`src/rtl/core/xbs_pkg.sv`:
```
`default_nettype none
package xbs_pkg;

    localparam int BLOCK_BYTES = 128;
    localparam int BLK_AW      = $clog2(BLOCK_BYTES);
    localparam int LENGTH_BITS = 24;

    // send positions within one block frame: SOH, number, complement, data, sum
    localparam logic [7:0] POS_SOH   = 8'd0;
    localparam logic [7:0] POS_NUM   = 8'd1;
    localparam logic [7:0] POS_CPL   = 8'd2;
    localparam logic [7:0] POS_DATA  = 8'd3;
    localparam logic [7:0] POS_SUM   = 8'(3 + BLOCK_BYTES);

    localparam logic [7:0] FILL_FULL = 8'(BLOCK_BYTES);

    localparam logic [7:0] CH_SOH = 8'h01;
    localparam logic [7:0] CH_EOT = 8'h04;
    localparam logic [7:0] CH_ACK = 8'h06;
    localparam logic [7:0] CH_NAK = 8'h15;

    localparam logic [7:0] RETRY_RESET = 8'd10;

    // request kinds on s_tuser
    localparam logic [2:0] REQ_START = 3'd0;
    localparam logic [2:0] REQ_BYTE  = 3'd1;
    localparam logic [2:0] REQ_REPLY = 3'd2;
    localparam logic [2:0] REQ_TMO   = 3'd3;
    localparam logic [2:0] REQ_PULL  = 3'd4;

    // configuration register indexes
    localparam logic [1:0] CFG_RETRY_LIMIT = 2'd0;
    localparam logic [1:0] CFG_PAD_BYTE    = 2'd1;

    // reported phase codes
    localparam logic [2:0] PC_IDLE  = 3'd0;
    localparam logic [2:0] PC_POLL  = 3'd1;
    localparam logic [2:0] PC_FILL  = 3'd2;
    localparam logic [2:0] PC_SEND  = 3'd3;
    localparam logic [2:0] PC_ACK   = 3'd4;
    localparam logic [2:0] PC_EOT   = 3'd5;
    localparam logic [2:0] PC_DONE  = 3'd6;
    localparam logic [2:0] PC_ABORT = 3'd7;

    // result word layout on m_tdata
    localparam int OF_TXV   = 0;
    localparam int OF_TXB   = 1;
    localparam int OF_PHASE = 9;
    localparam int OF_BLK   = 12;
    localparam int OF_RETRY = 20;
    localparam int OF_WANT  = 28;

    typedef enum logic [7:0] {
        PH_IDLE  = 8'b0000_0001,
        PH_POLL  = 8'b0000_0010,
        PH_FILL  = 8'b0000_0100,
        PH_SEND  = 8'b0000_1000,
        PH_ACK   = 8'b0001_0000,
        PH_EOT   = 8'b0010_0000,
        PH_DONE  = 8'b0100_0000,
        PH_ABORT = 8'b1000_0000
    } phase_t;

    function automatic logic [2:0] phase_code(phase_t ph);
        logic [2:0] c;
        case (ph)
            PH_IDLE:  c = PC_IDLE;
            PH_POLL:  c = PC_POLL;
            PH_FILL:  c = PC_FILL;
            PH_SEND:  c = PC_SEND;
            PH_ACK:   c = PC_ACK;
            PH_EOT:   c = PC_EOT;
            PH_DONE:  c = PC_DONE;
            PH_ABORT: c = PC_ABORT;
            default:  c = PC_IDLE;
        endcase
        return c;
    endfunction

endpackage
`default_nettype wire

```
`src/rtl/core/xmodem_block_sender.sv`:
```
`default_nettype none
// XMODEM sender, 8-bit checksum variant.
// Input channel (s_*): one request per transfer. s_tuser carries the request
//   kind (start, file byte, reply byte, reply timeout, transmitter pull);
//   s_tdata carries the data byte and, on start, the file length.
// Result channel (m_*): exactly one result per request: tx_valid/tx_byte for
//   the serial transmitter, plus phase, block number, retries left and a flag
//   telling the host whether another file byte would be taken.
// Config channel (cfg_*): retry limit (index 0) and pad byte (index 1); always
//   ready, meant to be written while the block is idle.
// Latency: the result appears on m_* the cycle after its request transfer.
// Throughput: one request per cycle while the result channel is not stalled. Block data sits in a 128x8
//   RAM with registered read; the read address is driven from the
//   next send position every cycle so the data byte for a pull is waiting.
// Stalls: the result register holds while m_tready is low and s_tready drops
//   only when that register is full and not being drained.
// Reset (aresetn low, synchronous): phase idle, block number 1, counters
//   zero, retry limit 10, pad byte 0. The buffer RAM is not cleared; only
//   bytes written for the current block are ever sent.
module xmodem_block_sender (
    input  wire         aclk,
    input  wire         aresetn,
    // input requests
    input  wire         s_tvalid,
    output logic        s_tready,
    input  wire  [31:0] s_tdata,   // [7:0] data_byte, [31:8] file_length
    input  wire  [2:0]  s_tuser,   // [2:0] req_type
    // results
    output logic        m_tvalid,
    input  wire         m_tready,
    output logic [31:0] m_tdata,   // [0] tx_valid, [8:1] tx_byte, [11:9] phase,
                                   // [19:12] blk_seq, [27:20] retries_left,
                                   // [28] want_data, [31:29] zero
    // configuration
    input  wire         cfg_valid,
    output logic        cfg_ready,
    input  wire  [1:0]  cfg_index,
    input  wire  [7:0]  cfg_data
);

    localparam int LB = xbs_pkg::LENGTH_BITS;

    // control state
    xbs_pkg::phase_t  phase_reg, phase_next;
    logic [7:0]       fill_reg, fill_next;
    logic [7:0]       pos_reg, pos_next;
    logic [7:0]       sum_reg, sum_next;
    logic [7:0]       seq_reg, seq_next;
    logic [LB-1:0]    remain_reg, remain_next;
    logic [7:0]       retry_reg, retry_next;
    logic [7:0]       limit_reg;
    logic [7:0]       pad_reg;
    logic             out_valid_reg;
    logic [31:0]      out_data_reg;

    logic             in_xfer;
    logic [7:0]       data_byte;
    logic [LB-1:0]    file_length;
    logic [2:0]       req;

    logic             txv;
    logic [7:0]       txb;
    logic             want;
    logic [7:0]       k_idx;
    logic [7:0]       rd_full;

    logic                         ram_we;
    logic [xbs_pkg::BLK_AW-1:0]   ram_wa;
    logic [xbs_pkg::BLK_AW-1:0]   ram_ra;
    logic [7:0]                   ram_rd;

    assign data_byte   = s_tdata[7:0];
    assign file_length = s_tdata[8 +: LB];
    assign req         = s_tuser;

    // output register: take a new item when empty or being drained
    assign s_tready  = !out_valid_reg || m_tready;
    assign in_xfer   = s_tvalid && s_tready;
    assign m_tvalid  = out_valid_reg;
    assign m_tdata   = out_data_reg;
    assign cfg_ready = 1'b1;

    assign k_idx = pos_reg - xbs_pkg::POS_DATA;

    always_comb begin
        phase_next  = phase_reg;
        fill_next   = fill_reg;
        pos_next    = pos_reg;
        sum_next    = sum_reg;
        seq_next    = seq_reg;
        remain_next = remain_reg;
        retry_next  = retry_reg;
        txv         = 1'b0;
        txb         = 8'h00;
        ram_we      = 1'b0;
        ram_wa      = fill_reg[xbs_pkg::BLK_AW-1:0];

        if (in_xfer) begin
            case (req)
                xbs_pkg::REQ_START: begin
                    remain_next = file_length;
                    seq_next    = 8'd1;
                    retry_next  = limit_reg;
                    fill_next   = 8'd0;
                    pos_next    = 8'd0;
                    sum_next    = 8'd0;
                    phase_next  = xbs_pkg::PH_POLL;
                end
                xbs_pkg::REQ_BYTE: begin
                    if (phase_reg == xbs_pkg::PH_FILL && fill_reg < xbs_pkg::FILL_FULL
                        && remain_reg != '0) begin
                        ram_we      = 1'b1;
                        fill_next   = fill_reg + 8'd1;
                        remain_next = remain_reg - LB'(1);
                        if (fill_next >= xbs_pkg::FILL_FULL || remain_next == '0) begin
                            phase_next = xbs_pkg::PH_SEND;
                            pos_next   = 8'd0;
                        end
                    end
                end
                xbs_pkg::REQ_REPLY, xbs_pkg::REQ_TMO: begin
                    if (phase_reg == xbs_pkg::PH_POLL || phase_reg == xbs_pkg::PH_ACK) begin
                        if (req == xbs_pkg::REQ_REPLY &&
                            ((phase_reg == xbs_pkg::PH_POLL && data_byte == xbs_pkg::CH_NAK) ||
                             (phase_reg == xbs_pkg::PH_ACK  && data_byte == xbs_pkg::CH_ACK))) begin
                            if (phase_reg == xbs_pkg::PH_ACK) begin
                                seq_next = (seq_reg == 8'hFF) ? 8'd1 : seq_reg + 8'd1;
                            end
                            // next block, or EOT once the file is exhausted
                            if (remain_reg == '0) begin
                                phase_next = xbs_pkg::PH_EOT;
                            end else begin
                                phase_next = xbs_pkg::PH_FILL;
                                fill_next  = 8'd0;
                                retry_next = limit_reg;
                            end
                        end else if (retry_reg <= 8'd1) begin
                            retry_next = 8'd0;
                            phase_next = xbs_pkg::PH_ABORT;
                        end else begin
                            retry_next = retry_reg - 8'd1;
                            if (phase_reg == xbs_pkg::PH_ACK) begin
                                phase_next = xbs_pkg::PH_SEND;
                                pos_next   = 8'd0;
                            end
                        end
                    end
                end
                xbs_pkg::REQ_PULL: begin
                    if (phase_reg == xbs_pkg::PH_SEND) begin
                        txv = 1'b1;
                        if (pos_reg == xbs_pkg::POS_SOH) begin
                            txb      = xbs_pkg::CH_SOH;
                            sum_next = 8'd0;
                        end else if (pos_reg == xbs_pkg::POS_NUM) begin
                            txb = seq_reg;
                        end else if (pos_reg == xbs_pkg::POS_CPL) begin
                            txb = ~seq_reg;
                        end else if (pos_reg < xbs_pkg::POS_SUM) begin
                            txb      = (k_idx < fill_reg) ? ram_rd : pad_reg;
                            sum_next = sum_reg + txb;
                        end else begin
                            txb = sum_reg;
                        end
                        if (pos_reg >= xbs_pkg::POS_SUM) begin
                            pos_next   = 8'd0;
                            phase_next = xbs_pkg::PH_ACK;
                        end else begin
                            pos_next = pos_reg + 8'd1;
                        end
                    end else if (phase_reg == xbs_pkg::PH_EOT) begin
                        txv        = 1'b1;
                        txb        = xbs_pkg::CH_EOT;
                        phase_next = xbs_pkg::PH_DONE;
                    end
                end
                default: begin
                    // unknown request kinds are ignored
                end
            endcase
        end

        want = (phase_next == xbs_pkg::PH_FILL) && (fill_next < xbs_pkg::FILL_FULL)
               && (remain_next != '0);
    end

    // prefetch the data byte for the position that the next pull will use
    assign rd_full = pos_next - xbs_pkg::POS_DATA;
    assign ram_ra  = rd_full[xbs_pkg::BLK_AW-1:0];

    xbs_ram #(
        .WIDTH (8),
        .DEPTH (xbs_pkg::BLOCK_BYTES)
    ) u_buf (
        .aclk    (aclk),
        .wr_en   (ram_we),
        .wr_addr (ram_wa),
        .wr_data (data_byte),
        .rd_addr (ram_ra),
        .rd_data (ram_rd)
    );

    always_ff @(posedge aclk) begin
        if (!aresetn) begin
            phase_reg     <= xbs_pkg::PH_IDLE;
            fill_reg      <= 8'd0;
            pos_reg       <= 8'd0;
            sum_reg       <= 8'd0;
            seq_reg       <= 8'd1;
            remain_reg    <= '0;
            retry_reg     <= 8'd0;
            limit_reg     <= xbs_pkg::RETRY_RESET;
            pad_reg       <= 8'd0;
            out_valid_reg <= 1'b0;
        end else begin
            phase_reg  <= phase_next;
            fill_reg   <= fill_next;
            pos_reg    <= pos_next;
            sum_reg    <= sum_next;
            seq_reg    <= seq_next;
            remain_reg <= remain_next;
            retry_reg  <= retry_next;
            if (cfg_valid && cfg_ready) begin
                if (cfg_index == xbs_pkg::CFG_RETRY_LIMIT) begin
                    limit_reg <= cfg_data;
                end else if (cfg_index == xbs_pkg::CFG_PAD_BYTE) begin
                    pad_reg <= cfg_data;
                end
            end
            if (in_xfer) begin
                out_valid_reg <= 1'b1;
            end else if (m_tready) begin
                out_valid_reg <= 1'b0;
            end
        end
    end

    // result payload, no reset needed
    always_ff @(posedge aclk) begin
        if (in_xfer) begin
            out_data_reg <= {3'b000, want, retry_next, seq_next,
                             xbs_pkg::phase_code(phase_next), txb, txv};
        end
    end

endmodule
`default_nettype wire

```
`src/rtl/core/xbs_ram.sv`:
```
`default_nettype none
module xbs_ram #(
    parameter int WIDTH = 8,
    parameter int DEPTH = 128
) (
    input  wire                       aclk,
    input  wire                       wr_en,
    input  wire [$clog2(DEPTH)-1:0]   wr_addr,
    input  wire [WIDTH-1:0]           wr_data,
    input  wire [$clog2(DEPTH)-1:0]   rd_addr,
    output logic [WIDTH-1:0]          rd_data
);

    logic [WIDTH-1:0] mem [DEPTH];

    always_ff @(posedge aclk) begin
        if (wr_en) begin
            mem[wr_addr] <= wr_data;
        end
        rd_data <= mem[rd_addr];
    end

endmodule
`default_nettype wire

```
`config.mk`:
```
export PLATFORM = sky130hd
export DESIGN_NAME = xmodem_block_sender
export DESIGN_NICKNAME = d
export VERILOG_FILES = /design/src/rtl/core/xbs_pkg.sv /design/src/rtl/core/xmodem_block_sender.sv /design/src/rtl/core/xbs_ram.sv
export SDC_FILE = /design/constraint.sdc
export NUM_CORES = 2
export LEC_CHECK = 0
export BUFFER_PORTS_ARGS = -buffer_cell sky130_fd_sc_hd__buf_2
export CAP_MARGIN = 20
export CELL_PAD_IN_SITES_DETAIL_PLACEMENT = 0
export CELL_PAD_IN_SITES_GLOBAL_PLACEMENT = 1
export CORE_AREA = 4 4 351 353
export DETAILED_ROUTE_END_ITERATION = 16
export DIE_AREA = 0 0 355 357
export PLACE_DENSITY_LB_ADDON = 0.15
export SYNTH_ARGS = -nofsm -noshare
export SYNTH_HDL_FRONTEND = slang
export SYNTH_SLANG_ARGS = --single-unit
export TNS_END_PERCENT = 20
```
`constraint.sdc`:
```
create_clock -name aclk -period 13 [get_ports aclk]
set_input_delay 2.6 -clock aclk [delete_from_list [all_inputs] [get_ports aclk]]
set_output_delay 2.6 -clock aclk [all_outputs]
set_load 0.01 [all_outputs]
```
==> metrics.txt <==
Clock power frac=45.4%; area of the multi-input gates=13270 sq um; post-synth top area share=66.31%; flop-to-flop setup slack=5.22 ns; Antenna Nets Post-Route=0; max reg flops=1024; CTS sink cnt=1150; Initial Util=39.80%; drt drc=0; CTS tree=built; f_max=120.5 MHz; DR vias/cell=5.689; Leakage Power=18.06 nW; DR pass1 iterations=7; postcts setup bufs=0; setup TNS=0 ns; Worst VDD drop=0.1048 mV; reg-to-reg endpoint=u_buf.rd_data[6]; clk slew on worst S/H paths=0.06 ns; CTS Buf Count=121; Setup-failing EPs final=0; period utilisation layout=63.82%; #FFs+latches synth=1150; worst endpoint required time=13.65 ns; register area share after synthesis=70.38%; commonest non-fill, non-tap cell in the layout=edfxtp_1; slew of the pin with the lowest slew margin=1.023 ns; First DRT Iteration DRCs=2495; die span in x=355 um; post-CTS sizing=0; sw frac=20.31%; CP Class=input pin to register; FF+latch area=33560 sq um; hold_sp=pad_reg[7]; Slew HR=31.21%; hpwl dp=82.40 mm; largest net degree at the start of global routing=117; power density over the cells=142.5 nW/um^2; ratio of cells with drive above 1 in the final layout=15.26%; Synth Cell Area=47690 sq um; synthesis-to-finish area growth=12.79%; IO Pins=85; DIE HEIGHT=357 um; synthesized area per cell=15.07 sq um; Synth Flop Type=edfxtp_1; H-tree lvl count=3; most frequent cells in the layout=1053 x edfxtp_1, 406 x nand2_1, 266 x nor2_1; Max-Cap Viols=0; FP Rows=127; Core ar.=119800 sq um; total congestion overflow=0; vias=28.18k; CP endpoint=u_buf.rd_data[6]; FF-to-FF path depth=19; worst skew pair latency=0.72 ns; routability congestion estimate from global placement=0.8503; Max Transition Viols Final=0; antenna violations before repair=6; deepest clock path buffer count=3; IO buf count=80; Comb power frac=1.9%; Warnings, synthesis=0; Die ar.=126700 sq um; Util after Layout=44.89%; gr usage total=20.95%; hold_buf cts=0; first-pass GRT wire length=197.1 mm; Post-Syn Instances=3165; Final Skew=0.03001 ns; crit start category=input pin; Final Net Count=3318; post-synth cell types=77; FILL cells=10.68k; CP arrival=8.95 ns; internal power=6.106 mW; reg-to-reg critical path startpoint=remain_reg[0]; crit path max fanout=53; Final min period=8.297 ns; Post-Route WL=134.3 mm; EDFF count, synth=1053; routed len/inst=27.12 um; Worst Setup SP=s_tdata[1]; vias in the first global route=28.25k; status=complete, no violations; final hold vios=0; RSZ-0062 raised after global routing=false; Root Driver=clkbuf_16; Flop pwr share=52.8%; synth top area cells=edfxtp_1 66%, mux4_2 7.7%, dfxtp_1 4.1%; area leader, netlist=edfxtp_1; net switching power=1.556 mW; asr flop ratio synth=0%; min-delay worst type=register to register; Crit. End Element=register
metrics by stage:
step,cell area [sq um],worst slack [ns],hold slack (ns),power (mW),cells
6_report,53790,4.703,0.5015,7.662,4954
5_1_grt,53780,4.348,0.5184,7.898,4953
3_3_place_gp,49780,3.369,0.4819,4.262,4726
2_1_floorplan,47700,5.711,0.4421,4.169,3167
3_5_place_dp,49800,3.847,0.4875,4.268,4728
4_1_cts,53760,4.610,0.5024,7.728,4951
worst max-delay path, cell delays in order:
cell	delay, ns
buf_4	0.48
nor3_1	0.17
o2111a_1	0.40
nor3_1	0.57
a31o_4	0.62
clkinv_2	0.17
ha_4	0.86
inv_1	0.30
o21a_1	0.47
buf_4	0.41
and3_1	0.21
a2111oi_0	0.65
o21ai_0	0.45
nand4_1	0.29
or3_1	0.13
final cells by class:
type	instances	share of cell area [%]
diodes	1	0.004653
clock buffers	160	6.074
clock inverters	63	1.298
inverters	29	0.2047
multi-input cells	1805	24.68
flip-flops and latches	1150	62.40
well taps	1612	3.750
repair buffers	134	1.589
worst min-delay path by stage:
stage,slack [ns],depth (start not counted),end
floorplan,0.44,2,limit_reg[1]
global placement,0.48,2,pad_reg[5]
CTS,0.50,2,limit_reg[1]
detailed placement,0.49,2,limit_reg[1]
finish,0.50,2,pad_reg[7]
global route,0.52,2,limit_reg[1]
logic make-up after synthesis:
logic type                 synth area share (%)
DFF                                       70.38
xor gates and xnor gates                 0.5877
other                                   0.01575
adders and majority gates                0.7241
muxes                                     10.12
and+or+nand+nor                           9.356
buffers and inverters                     2.012
AOI/OAI and AO/OA                         6.801
power by group through the flow:
stage          registers [mW]  logic [mW]  clock network [mW]
6_report                 4.04       0.143                3.48
3_3_place_gp             4.12       0.141                   0
3_5_place_dp             4.12       0.146                   0
2_1_floorplan            4.12      0.0455                   0
4_1_cts                  4.04       0.146                3.54
5_1_grt                  4.04       0.156                3.70
layer usage:
metal	GRT usage (%)	up-vias	wire [um]
li1	-	12467	-
met2	34.82	981	65190
met3	3.019	170	8089
met5	0	-	27
met1	29.05	14559	57780
met4	5.631	4	3256
Yosys cell counts (47+ instances only):
cell type,n
nand2_1,410
nor2_1,268
edfxtp_1,1053
o21ai_0,99
mux2i_1,110
mux4_2,162
buf_2,47
dfxtp_1,97
a21oi_1,83
nand3_1,77
clkbuf_1,108
No activity file was read; power rests on OpenSTA's default activity.
